### src/design/tsi_pkg.sv
// Package for the track state initializer: shared types and constants.
// Used by the front, queue, back and top-level modules.
`timescale 1ns / 1ps
package tsi_pkg;
  localparam int unsigned CfgPoints = 0;
  localparam int unsigned CfgGap    = 1;
  localparam int unsigned CfgSmall  = 2;

  // Item handed from the front to the back through the queue.
  typedef struct packed {
    logic        keep;
    logic        est;       // estimation due on this beat
    logic [31:0] t;
    logic [31:0] v;
    logic [31:0] t1;
    logic [31:0] v1;
    logic [31:0] t2;
    logic [31:0] v2;
  } job_t;

  // Outcome of a back-end estimation, fed back to the front.
  typedef struct packed {
    logic valid;
    logic ok;
  } done_t;

  typedef enum logic [3:0] {
    B_IDLE, B_CHK_DT, B_DIV_S, B_WAIT_S, B_CHK_S, B_DIV_S0, B_WAIT_S0,
    B_CHK_D, B_DIV_A, B_WAIT_A, B_CHK_A, B_OUT
  } back_state_e;
endpackage

### src/design/tsi_div.sv
// Signed iterative divider, one quotient bit per cycle, truncating toward zero.
// Depends on nothing but its ports.
`timescale 1ns / 1ps
module tsi_div #(
  parameter int W = 64
) (
  input  logic                clk_i,
  input  logic                rst_ni,
  input  logic                start_i,
  input  logic signed [W-1:0] num_i,
  input  logic        [W-1:0] den_i,  // positive
  output logic                busy_o,
  output logic signed [W-1:0] quo_o
);
  localparam int CW = $clog2(W + 1);
  logic [W-1:0] rem_q, rem_d, quo_q, quo_d, den_q;
  logic         neg_q;
  logic [CW-1:0] cnt_q;
  logic [W:0]   trial;

  assign trial = {rem_q, quo_q[W-1]} - {1'b0, den_q};

  always_comb begin
    rem_d = rem_q;
    quo_d = {quo_q[W-2:0], 1'b0};
    if (!trial[W]) begin
      rem_d = trial[W-1:0];
      quo_d[0] = 1'b1;
    end else begin
      rem_d = {rem_q[W-2:0], quo_q[W-1]};
    end
  end

  always_ff @(posedge clk_i or negedge rst_ni) begin
    if (!rst_ni) begin
      cnt_q <= '0;
    end else if (start_i) begin
      cnt_q <= CW'(W);
    end else if (cnt_q != '0) begin
      cnt_q <= cnt_q - 1'b1;
    end
  end

  always_ff @(posedge clk_i) begin
    if (start_i) begin
      rem_q <= '0;
      quo_q <= num_i[W-1] ? W'(-num_i) : W'(num_i);
      neg_q <= num_i[W-1];
      den_q <= den_i;
    end else if (cnt_q != '0) begin
      rem_q <= rem_d;
      quo_q <= quo_d;
    end
  end

  assign busy_o = (cnt_q != '0);
  assign quo_o  = neg_q ? -$signed(quo_q) : $signed(quo_q);
endmodule

### src/design/tsi_front.sv
// Front part: keep/reject decision, history, kept count and ready flag.
// Depends on tsi_pkg; sends jobs to the queue and takes back results.
`timescale 1ns / 1ps
module tsi_front (
  input  logic          clk_i,
  input  logic          rst_ni,
  input  logic          in_valid_i,
  output logic          in_ready_o,
  input  logic [31:0]   t_i,
  input  logic [31:0]   v_i,
  input  logic [7:0]    points_i,
  input  logic [31:0]   gap_i,
  input  tsi_pkg::done_t done_i,
  output logic          job_valid_o,
  input  logic          job_ready_i,
  output tsi_pkg::job_t job_o,
  output logic          init_o
);
  logic [31:0] ht_q [3];
  logic [31:0] hv_q [3];
  logic [7:0]  cnt_q;
  logic        init_q, wait_q;
  logic [31:0] gap;
  logic        keep, acc;
  logic [7:0]  need, cnt_n;

  assign gap  = (t_i >= ht_q[0]) ? t_i - ht_q[0] : ht_q[0] - t_i;
  assign keep = !init_q && ((cnt_q == 8'd0) || (gap > gap_i));
  assign need = (points_i < 8'd2) ? 8'd2 : points_i;
  assign cnt_n = (cnt_q == 8'd255) ? cnt_q : cnt_q + 8'd1;
  // An estimate decides the ready flag, so intake waits for its outcome.
  assign in_ready_o  = job_ready_i && !wait_q;
  assign job_valid_o = in_valid_i && !wait_q;
  assign acc = in_valid_i && in_ready_o;

  always_comb begin
    job_o.keep = keep;
    job_o.est  = keep && (cnt_n >= need);
    job_o.t  = t_i;     job_o.v  = v_i;
    job_o.t1 = ht_q[0]; job_o.v1 = hv_q[0];
    job_o.t2 = ht_q[1]; job_o.v2 = hv_q[1];
  end

  always_ff @(posedge clk_i or negedge rst_ni) begin
    if (!rst_ni) begin
      cnt_q <= '0; init_q <= 1'b0; wait_q <= 1'b0;
      for (int i = 0; i < 3; i++) begin
        ht_q[i] <= '0; hv_q[i] <= '0;
      end
    end else begin
      if (acc && keep) begin
        ht_q[2] <= ht_q[1]; ht_q[1] <= ht_q[0]; ht_q[0] <= t_i;
        hv_q[2] <= hv_q[1]; hv_q[1] <= hv_q[0]; hv_q[0] <= v_i;
        cnt_q <= cnt_n;
        if (cnt_n >= need) wait_q <= 1'b1;
      end
      if (done_i.valid) begin
        wait_q <= 1'b0;
        if (done_i.ok) init_q <= 1'b1;
      end
    end
  end

  assign init_o = init_q;
endmodule

### src/design/tsi_queue.sv
// Two-entry queue of jobs between the front and the back.
// Depends on tsi_pkg for the job type.
`timescale 1ns / 1ps
module tsi_queue (
  input  logic          clk_i,
  input  logic          rst_ni,
  input  logic          wr_valid_i,
  output logic          wr_ready_o,
  input  tsi_pkg::job_t wr_i,
  output logic          rd_valid_o,
  input  logic          rd_ready_i,
  output tsi_pkg::job_t rd_o
);
  tsi_pkg::job_t mem_q [2];
  logic       wp_q, rp_q;
  logic [1:0] n_q;
  logic       wr, rd;

  assign wr_ready_o = (n_q != 2'd2);
  assign rd_valid_o = (n_q != 2'd0);
  assign wr = wr_valid_i && wr_ready_o;
  assign rd = rd_valid_o && rd_ready_i;
  assign rd_o = mem_q[rp_q];

  always_ff @(posedge clk_i or negedge rst_ni) begin
    if (!rst_ni) begin
      wp_q <= 1'b0; rp_q <= 1'b0; n_q <= '0;
    end else begin
      if (wr) wp_q <= ~wp_q;
      if (rd) rp_q <= ~rp_q;
      n_q <= n_q + {1'b0, wr} - {1'b0, rd};
    end
  end

  always_ff @(posedge clk_i) begin
    if (wr) mem_q[wp_q] <= wr_i;
  end
endmodule

### src/design/tsi_back.sv
// Back part: estimation sequencer over a shared divider and result register.
// Depends on tsi_pkg and tsi_div.
`timescale 1ns / 1ps
module tsi_back #(
  parameter int FRAC_BITS = 16
) (
  input  logic                clk_i,
  input  logic                rst_ni,
  input  logic                job_valid_i,
  output logic                job_ready_o,
  input  tsi_pkg::job_t       job_i,
  input  logic [7:0]          points_i,
  input  logic [15:0]         small_i,
  output tsi_pkg::done_t      done_o,
  output logic                out_valid_o,
  input  logic                out_ready_i,
  output logic                ready_res_o,
  output logic                accepted_o,
  output logic [31:0]         out_time_o,
  output logic signed [31:0]  out_value_o,
  output logic [22:0]         out_step_o,
  output logic signed [30:0]  out_speed_o,
  output logic signed [23:0]  out_accel_o
);
  localparam logic signed [63:0] One = 64'sd1 <<< FRAC_BITS;
  tsi_pkg::back_state_e st_q, st_d;
  tsi_pkg::job_t j_q;
  logic signed [63:0] dt_q, s_q, s0_q, diff_q, a_q;
  logic        ok_q, hold_q, rdy_q, has_q;
  logic [31:0] ht_q, hv_q, hs_q, hsp_q, ha_q;
  logic        div_start, div_busy;
  logic signed [63:0] num, quo, dt_c, adt, den;
  logic        fin;

  assign dt_c = $signed({32'd0, j_q.t}) - $signed({32'd0, j_q.t1});

  tsi_div #(.W(64)) u_div (
    .clk_i, .rst_ni, .start_i(div_start), .num_i(num), .den_i(den),
    .busy_o(div_busy), .quo_o(quo)
  );

  function automatic logic signed [63:0] abs64(input logic signed [63:0] x);
    abs64 = x[63] ? -x : x;
  endfunction

  always_comb begin
    st_d = st_q;
    case (st_q)
      tsi_pkg::B_IDLE:   if (job_valid_i && !has_q) st_d = tsi_pkg::B_CHK_DT;
      tsi_pkg::B_CHK_DT: begin
        if (!j_q.est || rdy_q) st_d = tsi_pkg::B_OUT;
        else if (dt_c <= 0 || dt_c < $signed({48'd0, small_i}) || dt_c > 100 * One)
          st_d = tsi_pkg::B_OUT;
        else st_d = tsi_pkg::B_DIV_S;
      end
      tsi_pkg::B_DIV_S:  st_d = tsi_pkg::B_WAIT_S;
      tsi_pkg::B_WAIT_S: if (!div_busy) st_d = tsi_pkg::B_CHK_S;
      tsi_pkg::B_CHK_S: begin
        if (abs64(s_q) < $signed({48'd0, small_i}) || abs64(s_q) > 10000 * One)
          st_d = tsi_pkg::B_OUT;
        else if (points_i > 8'd2) st_d = tsi_pkg::B_DIV_S0;
        else st_d = tsi_pkg::B_OUT;
      end
      tsi_pkg::B_DIV_S0:  st_d = tsi_pkg::B_WAIT_S0;
      tsi_pkg::B_WAIT_S0: if (!div_busy) st_d = tsi_pkg::B_CHK_D;
      tsi_pkg::B_CHK_D:
        st_d = (abs64(diff_q) > 101 * dt_q) ? tsi_pkg::B_OUT : tsi_pkg::B_DIV_A;
      tsi_pkg::B_DIV_A:  st_d = tsi_pkg::B_WAIT_A;
      tsi_pkg::B_WAIT_A: if (!div_busy) st_d = tsi_pkg::B_CHK_A;
      tsi_pkg::B_CHK_A:  st_d = tsi_pkg::B_OUT;
      tsi_pkg::B_OUT:    st_d = tsi_pkg::B_IDLE;
      default:           st_d = tsi_pkg::B_IDLE;
    endcase
  end

  always_comb begin
    div_start = 1'b0;
    num = '0;
    den = dt_q;
    adt = $signed({32'd0, j_q.t1}) - $signed({32'd0, j_q.t2});
    fin = (st_q == tsi_pkg::B_OUT);
    case (st_q)
      tsi_pkg::B_DIV_S: begin
        div_start = 1'b1;
        num = ($signed({{32{j_q.v[31]}}, j_q.v}) - $signed({{32{j_q.v1[31]}}, j_q.v1}))
              <<< FRAC_BITS;
      end
      tsi_pkg::B_DIV_S0: begin
        // An older interval of zero yields a zero rate; otherwise signed divide.
        div_start = (adt != 0);
        num = ($signed({{32{j_q.v1[31]}}, j_q.v1}) - $signed({{32{j_q.v2[31]}}, j_q.v2}))
              <<< FRAC_BITS;
        den = adt[63] ? -adt : adt;
        if (adt[63]) num = -num;
      end
      tsi_pkg::B_DIV_A: begin
        div_start = 1'b1;
        num = diff_q <<< FRAC_BITS;
      end
      default: ;
    endcase
  end

  always_ff @(posedge clk_i or negedge rst_ni) begin
    if (!rst_ni) begin
      st_q <= tsi_pkg::B_IDLE; rdy_q <= 1'b0; has_q <= 1'b0;
      ht_q <= '0; hv_q <= '0; hs_q <= '0; hsp_q <= '0; ha_q <= '0;
    end else begin
      st_q <= st_d;
      if (has_q && out_ready_i) has_q <= 1'b0;
      if (fin) begin
        has_q <= 1'b1;
        if (hold_q) begin
          rdy_q <= 1'b1;
          ht_q <= j_q.t; hv_q <= j_q.v; hs_q <= dt_q[31:0];
          hsp_q <= s_q[31:0]; ha_q <= (points_i > 8'd2) ? a_q[31:0] : 32'd0;
        end
      end
    end
  end

  always_ff @(posedge clk_i) begin
    if (st_q == tsi_pkg::B_IDLE && job_valid_i && !has_q) begin
      j_q <= job_i;
      hold_q <= 1'b0;
    end
    case (st_q)
      tsi_pkg::B_CHK_DT: dt_q <= dt_c;
      tsi_pkg::B_WAIT_S: s_q <= quo;
      tsi_pkg::B_CHK_S:
        if (!(abs64(s_q) < $signed({48'd0, small_i}) || abs64(s_q) > 10000 * One)
            && points_i <= 8'd2) hold_q <= 1'b1;
      tsi_pkg::B_WAIT_S0: if (!div_busy) begin
        s0_q <= (adt == 0) ? 64'sd0 : quo;
      end
      tsi_pkg::B_CHK_D: diff_q <= diff_q;
      tsi_pkg::B_WAIT_A: a_q <= quo;
      tsi_pkg::B_CHK_A: if (abs64(a_q) <= 100 * One) hold_q <= 1'b1;
      default: ;
    endcase
    if (st_q == tsi_pkg::B_WAIT_S0 && !div_busy)
      diff_q <= s_q - ((adt == 0) ? 64'sd0 : quo);
  end

  always_comb begin
    done_o.valid = fin && j_q.est && !rdy_q;
    done_o.ok    = hold_q;
  end

  // Result register: one beat per job, held until taken.
  logic        r_rdy_q, r_acc_q;
  logic [31:0] r_t_q, r_v_q, r_s_q, r_sp_q, r_a_q;
  always_ff @(posedge clk_i) begin
    if (fin) begin
      r_rdy_q <= rdy_q || hold_q;
      r_acc_q <= j_q.keep;
      if (rdy_q) begin
        r_t_q <= ht_q; r_v_q <= hv_q; r_s_q <= hs_q; r_sp_q <= hsp_q; r_a_q <= ha_q;
      end else if (hold_q) begin
        r_t_q <= j_q.t; r_v_q <= j_q.v; r_s_q <= dt_q[31:0]; r_sp_q <= s_q[31:0];
        r_a_q <= (points_i > 8'd2) ? a_q[31:0] : 32'd0;
      end else begin
        r_t_q <= j_q.t; r_v_q <= j_q.v; r_s_q <= '0; r_sp_q <= '0; r_a_q <= '0;
      end
    end
  end

  assign job_ready_o = (st_q == tsi_pkg::B_IDLE) && !has_q;
  assign out_valid_o = has_q;
  assign ready_res_o = r_rdy_q;
  assign accepted_o  = r_acc_q;
  assign out_time_o  = r_t_q;
  assign out_value_o = r_v_q;
  assign out_step_o  = r_s_q[22:0];
  assign out_speed_o = r_sp_q[30:0];
  assign out_accel_o = r_a_q[23:0];
  logic unused;
  assign unused = ^s0_q;
endmodule

### src/design/track_state_initializer_unit.sv
// Top level of the track state initializer.
// Depends on tsi_pkg, tsi_front, tsi_queue, tsi_back and tsi_div.
`timescale 1ns / 1ps
// Usage:
//   Input channel (in_valid_i/in_ready_o) takes one sample beat: time, value.
//   Output channel (out_valid_o/out_ready_i) gives one result beat per sample.
//   Config channel (cfg_valid_i/cfg_ready_o) writes points_needed (0),
//   min_gap (1) and small_limit (2); it is always ready.
// A sample without estimation passes through the queue and the back states
// for idle, interval check and output into the result register. A sample
// that triggers estimation uses the 64-bit iterative divider for speed, older
// speed and acceleration in turn; intake pauses until that estimate is decided.
// Once ready, results repeat the latched estimate.
// Reset clears history, counts, the ready flag and restores the registers
// to 3, 655 and 1. When the receiver stalls the result is held in the
// output register and a short queue absorbs further samples.
module track_state_initializer_unit #(
  parameter int FRAC_BITS = 16
) (
  input  logic               clk_i,
  input  logic               rst_ni,
  input  logic               in_valid_i,
  output logic               in_ready_o,
  input  logic [31:0]        sample_time_i,
  input  logic signed [31:0] sample_value_i,
  input  logic               cfg_valid_i,
  output logic               cfg_ready_o,
  input  logic [1:0]         cfg_index_i,
  input  logic [31:0]        cfg_data_i,
  output logic               out_valid_o,
  input  logic               out_ready_i,
  output logic               ready_res_o,
  output logic               accepted_o,
  output logic [31:0]        out_time_o,
  output logic signed [31:0] out_value_o,
  output logic [22:0]        out_step_o,
  output logic signed [30:0] out_speed_o,
  output logic signed [23:0] out_accel_o
);
  logic [7:0]  points_q;
  logic [31:0] gap_q;
  logic [15:0] small_q;
  tsi_pkg::job_t  fj, bj;
  tsi_pkg::done_t done;
  logic fv, fr, bv, br, init;

  assign cfg_ready_o = 1'b1;
  always_ff @(posedge clk_i or negedge rst_ni) begin
    if (!rst_ni) begin
      points_q <= 8'd3; gap_q <= 32'd655; small_q <= 16'd1;
    end else if (cfg_valid_i) begin
      case (32'(cfg_index_i))
        tsi_pkg::CfgPoints: points_q <= cfg_data_i[7:0];
        tsi_pkg::CfgGap:    gap_q    <= cfg_data_i;
        tsi_pkg::CfgSmall:  small_q  <= cfg_data_i[15:0];
        default: ;
      endcase
    end
  end

  tsi_front u_front (
    .clk_i, .rst_ni, .in_valid_i, .in_ready_o, .t_i(sample_time_i),
    .v_i(sample_value_i), .points_i(points_q), .gap_i(gap_q), .done_i(done),
    .job_valid_o(fv), .job_ready_i(fr), .job_o(fj), .init_o(init)
  );

  tsi_queue u_queue (
    .clk_i, .rst_ni, .wr_valid_i(fv), .wr_ready_o(fr), .wr_i(fj),
    .rd_valid_o(bv), .rd_ready_i(br), .rd_o(bj)
  );

  tsi_back #(.FRAC_BITS(FRAC_BITS)) u_back (
    .clk_i, .rst_ni, .job_valid_i(bv), .job_ready_o(br), .job_i(bj),
    .points_i(points_q), .small_i(small_q), .done_o(done),
    .out_valid_o, .out_ready_i, .ready_res_o, .accepted_o, .out_time_o,
    .out_value_o, .out_step_o, .out_speed_o, .out_accel_o
  );

  logic unused;
  assign unused = init;
endmodule

### config.mk
export PLATFORM = sky130hd
export DESIGN_NAME = track_state_initializer_unit
export DESIGN_NICKNAME = d
export VERILOG_FILES = /design/src/design/tsi_pkg.sv /design/src/design/tsi_div.sv /design/src/design/tsi_front.sv /design/src/design/tsi_queue.sv /design/src/design/tsi_back.sv /design/src/design/track_state_initializer_unit.sv
export SDC_FILE = /design/constraint.sdc
export NUM_CORES = 2
export LEC_CHECK = 0
export BUFFER_PORTS_ARGS = -buffer_cell sky130_fd_sc_hd__buf_2
export CAP_MARGIN = 25
export CORE_MARGIN = 8
export CORE_UTILIZATION = 40
export CTS_BUF_LIST = sky130_fd_sc_hd__clkbuf_4 sky130_fd_sc_hd__clkbuf_8 sky130_fd_sc_hd__clkbuf_16
export CTS_CLUSTER_DIAMETER = 120
export DETAILED_ROUTE_END_ITERATION = 8
export PLACE_DENSITY = 0.66
export REMOVE_ABC_BUFFERS = 1
export SLEW_MARGIN = 0
export SYNTH_ARGS = -nofsm -noshare
export SYNTH_HDL_FRONTEND = slang
export SYNTH_SLANG_ARGS = --single-unit
### constraint.sdc
create_clock -name clk_i -period 14.9 [get_ports clk_i]
set_input_delay 4.47 -clock clk_i [delete_from_list [all_inputs] [get_ports clk_i]]
set_output_delay 4.47 -clock clk_i [all_outputs]
set_load 0.005 [all_outputs]
=== After elaboration in Yosys (flattened, before gate mapping) ===
Memory sizes are Yosys's and may differ from the RTL's. A register that Yosys moved wholly into a read port is not among the register bits.
Cells that the tools add are included.

* Bitwise operators: 2
* Add/subtract/negate cells: 19
* Mux-type cells: 50
* Equality and inequality tests: 19
* Multiply operators: 1
* Magnitude comparators: 13
* Reduce and logical (&&, ||, !) cells: 49

{| class="wikitable"
|+ Operators by type and width
! operator !! count
|-
| $mux W64 || 12
|-
| $neg A64 Y64 || 7
|-
| $pmux W64 S3 || 1
|-
| $sub A32 B32 Y33 || 4
|-
| $mux W32 || 3
|-
| $mux W24 || 3
|-
| $sub A65 B64 Y65 || 1
|-
| $gt A64 B31 Y1 const B || 1
|-
| $gt A64 B64 Y1 || 1
|-
| $le A64 B24 Y1 const B || 1
|-
| $logic_not A64 Y1 || 1
|-
| $lt A64 B17 Y1 || 1
|-
| $reduce_bool A64 Y1 || 1
|-
| $sub A32 B32 Y32 || 2
|-
| $sub A64 B64 Y64 || 1
|-
| $mux W31 || 2
|-
| $mux W23 || 2
|-
| $pmux W4 S11 || 1
|-
| $mul A8 B33 Y41 const A || 1
|-
| $gt A33 B24 Y1 const B || 1
|-
| $le A33 B1 Y1 const B || 1
|-
| $lt A33 B17 Y1 || 1
|-
| $ge A32 B32 Y1 || 1
|-
| $gt A32 B32 Y1 || 1
|-
| other kinds (35) || 102
|}

* Bits in writable memories: 388
* Bits in registers: 916
* Memories: 1
* Logic and storage cells: 192
* Input port bits: 103
* Output and inout port bits: 147

{| class="wikitable"
|+ Memory list
! name !! words !! width !! read ports !! clocked after memory_dff !! wr ports !! line !! text
|-
| u_queue.mem_q || 2 || 194 || 1 || 1 || 1 || tsi_queue.sv:14 || <nowiki>tsi_pkg::job_t mem_q [2];</nowiki>
|}

=== Longest topological paths before layout ===
* Depth in word-level cells: 8
* Depth in mapped cells: 39

=== By module ===
From an unflattened synthesis, not the netlist that was laid out.

* Cells, all modules: 8221
* Area total of the unflattened synthesis: 89742.3 sq um

{| class="wikitable"
|+ By module, submodules not included
! module !! cells each !! times used !! area an instance (sq um) !! sequential area each (sq um)
|-
| tsi_back || 4693 || 1 || 48431.4 || 20629.8
|-
| tsi_div || 1652 || 1 || 14370.0 || 5330.1
|-
| tsi_queue || 626 || 1 || 14322.5 || 11751.3
|-
| tsi_front || 1129 || 1 || 10475.0 || 3453.3
|-
| track_state_initializer_unit || 121 || 1 || 2143.3 || 1412.6
|}

=== Worst setup path after synthesis ===
Ideal clock, no wire load.

* Kind: input-to-reg
* Start: in in_valid_i
* End: mem u_queue.mem_q[0][0] in the netlist's numbering (enable)
* Stages on the path: 2
* Arrival time: 12618 ps
* Library setup time: 752 ps
* Required time: 14148 ps
* Path slack: 1530 ps
* Cell sequence: nand2_1 > nor2_1

* Word-level cells in the longest chain between the ends: 4

{| class="wikitable"
|+ RTL lines
! item !! line !! text
|-
| start: declaration || track_state_initializer_unit.sv:22 || <nowiki>input logic in_valid_i,</nowiki>
|-
| $logic_and A1 B1 Y1 || tsi_front.sv:33 || <nowiki>assign job_valid_o = in_valid_i && !wait_q;</nowiki>
|-
| $logic_and A1 B1 Y1 || tsi_queue.sv:21 || <nowiki>assign wr = wr_valid_i && wr_ready_o;</nowiki>
|-
| $mux W1 || tsi_queue.sv:36 || <nowiki>if (wr) mem_q[wp_q] <= wr_i;</nowiki>
|-
| $mux W1 (implied by the code) || tsi_queue.sv:36 ||
|-
| end: declaration || tsi_queue.sv:14 ||
|}

No other way between the ends.

=== Worst setup path after layout ===
* Start: in sample_time_i[0]
* End: reg u_front.hv_q (netlist bit u_front.job_o[5])

* Word-level cells in the longest chain between the ends: 6
* Elaborated cells on any way between the ends: 8
* Classes of those cells: 2 x add/sub; 2 x order compare; 1 x mux; 3 x reduce/logical

{| class="wikitable"
|+ RTL lines
! item !! line !! text
|-
| start: declaration || track_state_initializer_unit.sv:24 || <nowiki>input logic [31:0] sample_time_i,</nowiki>
|-
| $sub A32 B32 Y32 / $ge A32 B32 Y1 (equally long branches) || tsi_front.sv:27 || <nowiki>assign gap = (t_i >= ht_q[0]) ? t_i - ht_q[0] : ht_q[0] - t_i;</nowiki>
|-
| $mux W32 (*) || tsi_front.sv:27 ||
|-
| $gt A32 B32 Y1 (*) || tsi_front.sv:28 || <nowiki>assign keep = !init_q && ((cnt_q == 8'd0) || (gap > gap_i));</nowiki>
|-
| $logic_or A1 B1 Y1 (*) || tsi_front.sv:28 ||
|-
| $logic_and A1 B1 Y1 (*) || tsi_front.sv:28 ||
|-
| $logic_and A1 B1 Y1 (*) || tsi_front.sv:51 || <nowiki>if (acc && keep) begin</nowiki>
|-
| end: declaration || tsi_front.sv:20 || <nowiki>logic [31:0] hv_q [3];</nowiki>
|}

Mark *: on every way between the ends. The rest lies on a longest branch, timed or not.
A chain may end at the register's enable or synchronous reset.

==> impl_results.md <==
- Finished Layout Cells: 11411
- Sw Ratio: 44.2%
- Initial Util: 40.2%
- Fin nets: 9141
- Die height: just under 500 um
- Mux share of post-synthesis cell area: ~5.5%
- Post-CTS Resized: 0
- Largest cells by area after synthesis: edfxtp_1 37%, dfrtp_1 9.9%, ha_1 8.0%
- Register area share after synthesis: 48.3%
- Syn-to-layout area delta: 11.6%
- Leading area contributor after synthesis: edfxtp_1
- Worst slew pin tran: 1.06 ns
- Final hold slack: 0.461 ns
- CP most frequent cell: o21a_1
- Yosys warns: 0
- RSZ-0062 raised after global routing: no
- Worst Hold Launch: u_front.job_o[16]
- EDFF count, synth: 1065
- Worst endpoint data arrival time: 12.63 ns
- Type of the most critical hold path: flop to flop
- Leak: around 39 nW
- Remaining Overflow, GRT: 0
- Area share of and/or/nand/nor cells after synthesis: between 10% and 20%
- Placement Rows: 171
- Pin count of the biggest net entering global routing: 129
- WP buf/inv: 4
- Initial DRC Count: 6179
- R2R cell count: 31
- Syn_area_per_cell: 10.6 sq um
- Final worst-path cycle share: approximately four fifths
- Synth Flop Type: edfxtp_1
- Cells after DPL: ~11000
- Complex-gate fraction of the synthesized area: roughly 15%
- Post-synthesis adder-cell area fraction: 9.57%
- Internal cell power: 14.9 mW
- Max VDD drop: 0.230 mV
- CP Class: primary input to flop
- Endpoint class of the critical path: flop
- RR Endpoint: u_back.diff_q[58]
- TritonCTS Buffers: between 150 and 200
- Longest Clk Path Bufs: 3
- R2r setup slk: 4.54 ns
- Unique cell type count in the Yosys netlist: 108
- Drt wl/cell: 22.2 um
- CP startpoint: sample_time_i[0]
- Post-synth top area share: 36.7%
- Vias in the first global route: 63033
- Fillers: 20085
- Share of total power in combinational logic: 56.6%
- Flop pwr share: 27.6%
- Commonest cells post-synth: 1065 x edfxtp_1, 1041 x nand2_1, 559 x ha_1, 545 x o21ai_0, 439 x nor2_1
- Crit-path leading delay family: compound AO/OA/AOI/OAI gates
- Gate Count Post-Synth: 8252
- Port bufs: 248
- Clk pwr share: 15.8%
- Initial antenna violation count: 16
- CTS tree: built
- Reg clk slew, reported paths: 0.06 ns
- CP endpoint: u_front.job_o[5]
- Final HPWL DP: 191 mm
- Die ar.: 233000 sq um
- Post-DRT Antenna Nets: 0
- Largest family of logic cells by synthesized area: compound AO/OA/AOI/OAI gates
- Vias: approximately 65000
- WP depth: 34
- Max_cap viols: 0
- FMAX: 83.7 MHz
- Yosys reg bits: approximately 1500
- WL final: approximately 250 mm
- First-pass GRT wire length: around 380 mm
- Clk_lat worst skew: 0.83 ns
- CP required: between 15 and 20 ns
- CTS root buf: clkbuf_16
- Net load switching power: about 12 mW
- Via density: 5.70
- Max_slew headroom: 28.6%
- XOR/XNOR Fraction of Synth Area: 5.32%
- CP peak stage delay: 0.74 ns
- Hold Violations, Final: 0
- Setup bufs post-CTS: 0
- Clock skew: 0.0593 ns
- Critical Path Fanout Max: 49
- Status: complete, no violations
- Max Slew Vio Count: 0
- Cell area after synthesis: 87100 sq um
- CP startpoint kind: primary input
- Total global-route track usage: 21.1%
- Worst r2r src: u_back.j_q[33]
- Core area: 217000 sq um
- Clock Sinks: 1483
- Cell Pwr Density: ~270 nW/um^2
- Setup TNS: 0 ns
- Count leader, synth: edfxtp_1
- Cts hold-fix bufs: 0
- Share of cells above drive strength 1: 13.4%
- # setup viols final: 0
- Htree depth: 4
- DRC Markers: 0
- Die W: approximately 480 um
- Post-layout minimum cycle time: 11.94 ns
- Router iterations before antenna repair: 9
- Utilization after layout: 44.8%
- Slowest cell on the critical path: a21oi_4
- I/O Pins: 250
- Async S/R FF share, synth: 23.8%
- RePlAce Congestion: 0.933
per-stage QoR:
step	total power [mW]	area, sq um	worst slack [ns]
final	26.7	97200	2.96
after global routing	28.7	97200	2.63
after CTS	26.6	97200	2.95
after detailed placement	22.3	91500	2.09
after global placement	21.9	91500	2.11
after floorplan	18.1	85800	1.25
final cells by class:
class                   count  area, sq um  area share (%)
multi-input cells        6000        42200            43.4
flip-flops and latches   1483        42100            43.3
clock buffers             232         4780            4.92
well taps                2854         3570            3.67
repair buffers            339         2030            2.09
inverters                 427         1610            1.65
clock inverters            72          876           0.901
diodes                      4         10.0          0.0103
power by group through the flow:
stage	sequential [mW]	combinational [mW]	clock (mW)
2_1_floorplan	7.22	10.9	0
3_3_place_gp	7.37	14.6	0
3_5_place_dp	7.42	14.9	0
4_1_cts	7.35	15.0	4.30
5_1_grt	7.48	16.7	4.45
6_report	7.35	15.1	4.21
logic make-up after synthesis:
| logic type | count (synthesis) |
|---|---|
| compound gates | 1965 |
| xor+xnor | 528 |
| simple gates | 2449 |
| buf+inv | 769 |
| fa+ha+maj | 626 |
| flops | 1483 |
| mux | 431 |
| other cells | 1 |
routing by layer:
layer,vias to the layer above,part of all wire [%],track usage (%)
li1,30502,-,-
met1,31894,45,30.2
met2,2231,44,32.7
met3,384,7.0,3.23
met4,6,3.5,7.14
met5,-,0.014,0
sequential cells by signal (all words and copies together), names as in the netlist, 49 cells and up:
register            count
u_back.u_div.quo_q     64
u_back.u_div.den_q     49
u_queue.mem_q         388
u_back.a_q             64
u_back.diff_q          64
u_front.job_o         128
u_back.s_q             64
u_back.j_q            194
u_back.u_div.rem_q     64
cells in the final DEF (no fill, tap or decap), types with 25 or more instances in the layout:
master	count
nor2_1	434
ha_1	559
nand2_1	1039
dfxtp_1	64
o21ai_0	545
a21o_1	211
fa_1	67
a31oi_1	56
and2_1	59
mux2_2	385
nor3_1	173
or3_1	50
o31ai_1	74
inv_1	426
o21bai_1	63
buf_4	81
nand3_1	109
a21oi_1	435
mux2i_1	45
a22o_1	49
nor4_1	55
or4_1	54
o211ai_1	41
clkbuf_16	166
a211oi_1	104
or2_2	25
o21a_1	66
and3_1	48
edfxtp_1	1065
xnor2_1	354
nor2b_1	69
dfrtp_1	342
nand2b_1	108
nand4_1	91
clkbuf_4	46
buf_2	247
xor2_1	171
how the worst min path moves through the flow:
stage                      endpoint  slack (ns)  depth (start not counted)
3_5_place_dp      u_back.accepted_o        0.40                          0
6_report       u_queue.mem_q[0][16]        0.46                          0
5_1_grt           u_back.accepted_o        0.47                          0
3_3_place_gp   u_queue.mem_q[1][14]        0.45                          0
2_1_floorplan     u_back.accepted_o        0.40                          0
4_1_cts           u_back.accepted_o        0.45                          0
worst reg2reg max path: cells and delay by family, from the launching register on:
family,cells,cell delay [ns]
xor gates and xnor gates,2,0.24
AOI/OAI and AO/OA,16,5.73
buffers and inverters,1,0.13
DFF,1,0.38
adders and majority gates,3,0.96
and+or+nand+nor,9,2.69
(Power assumes the default switching activity.)
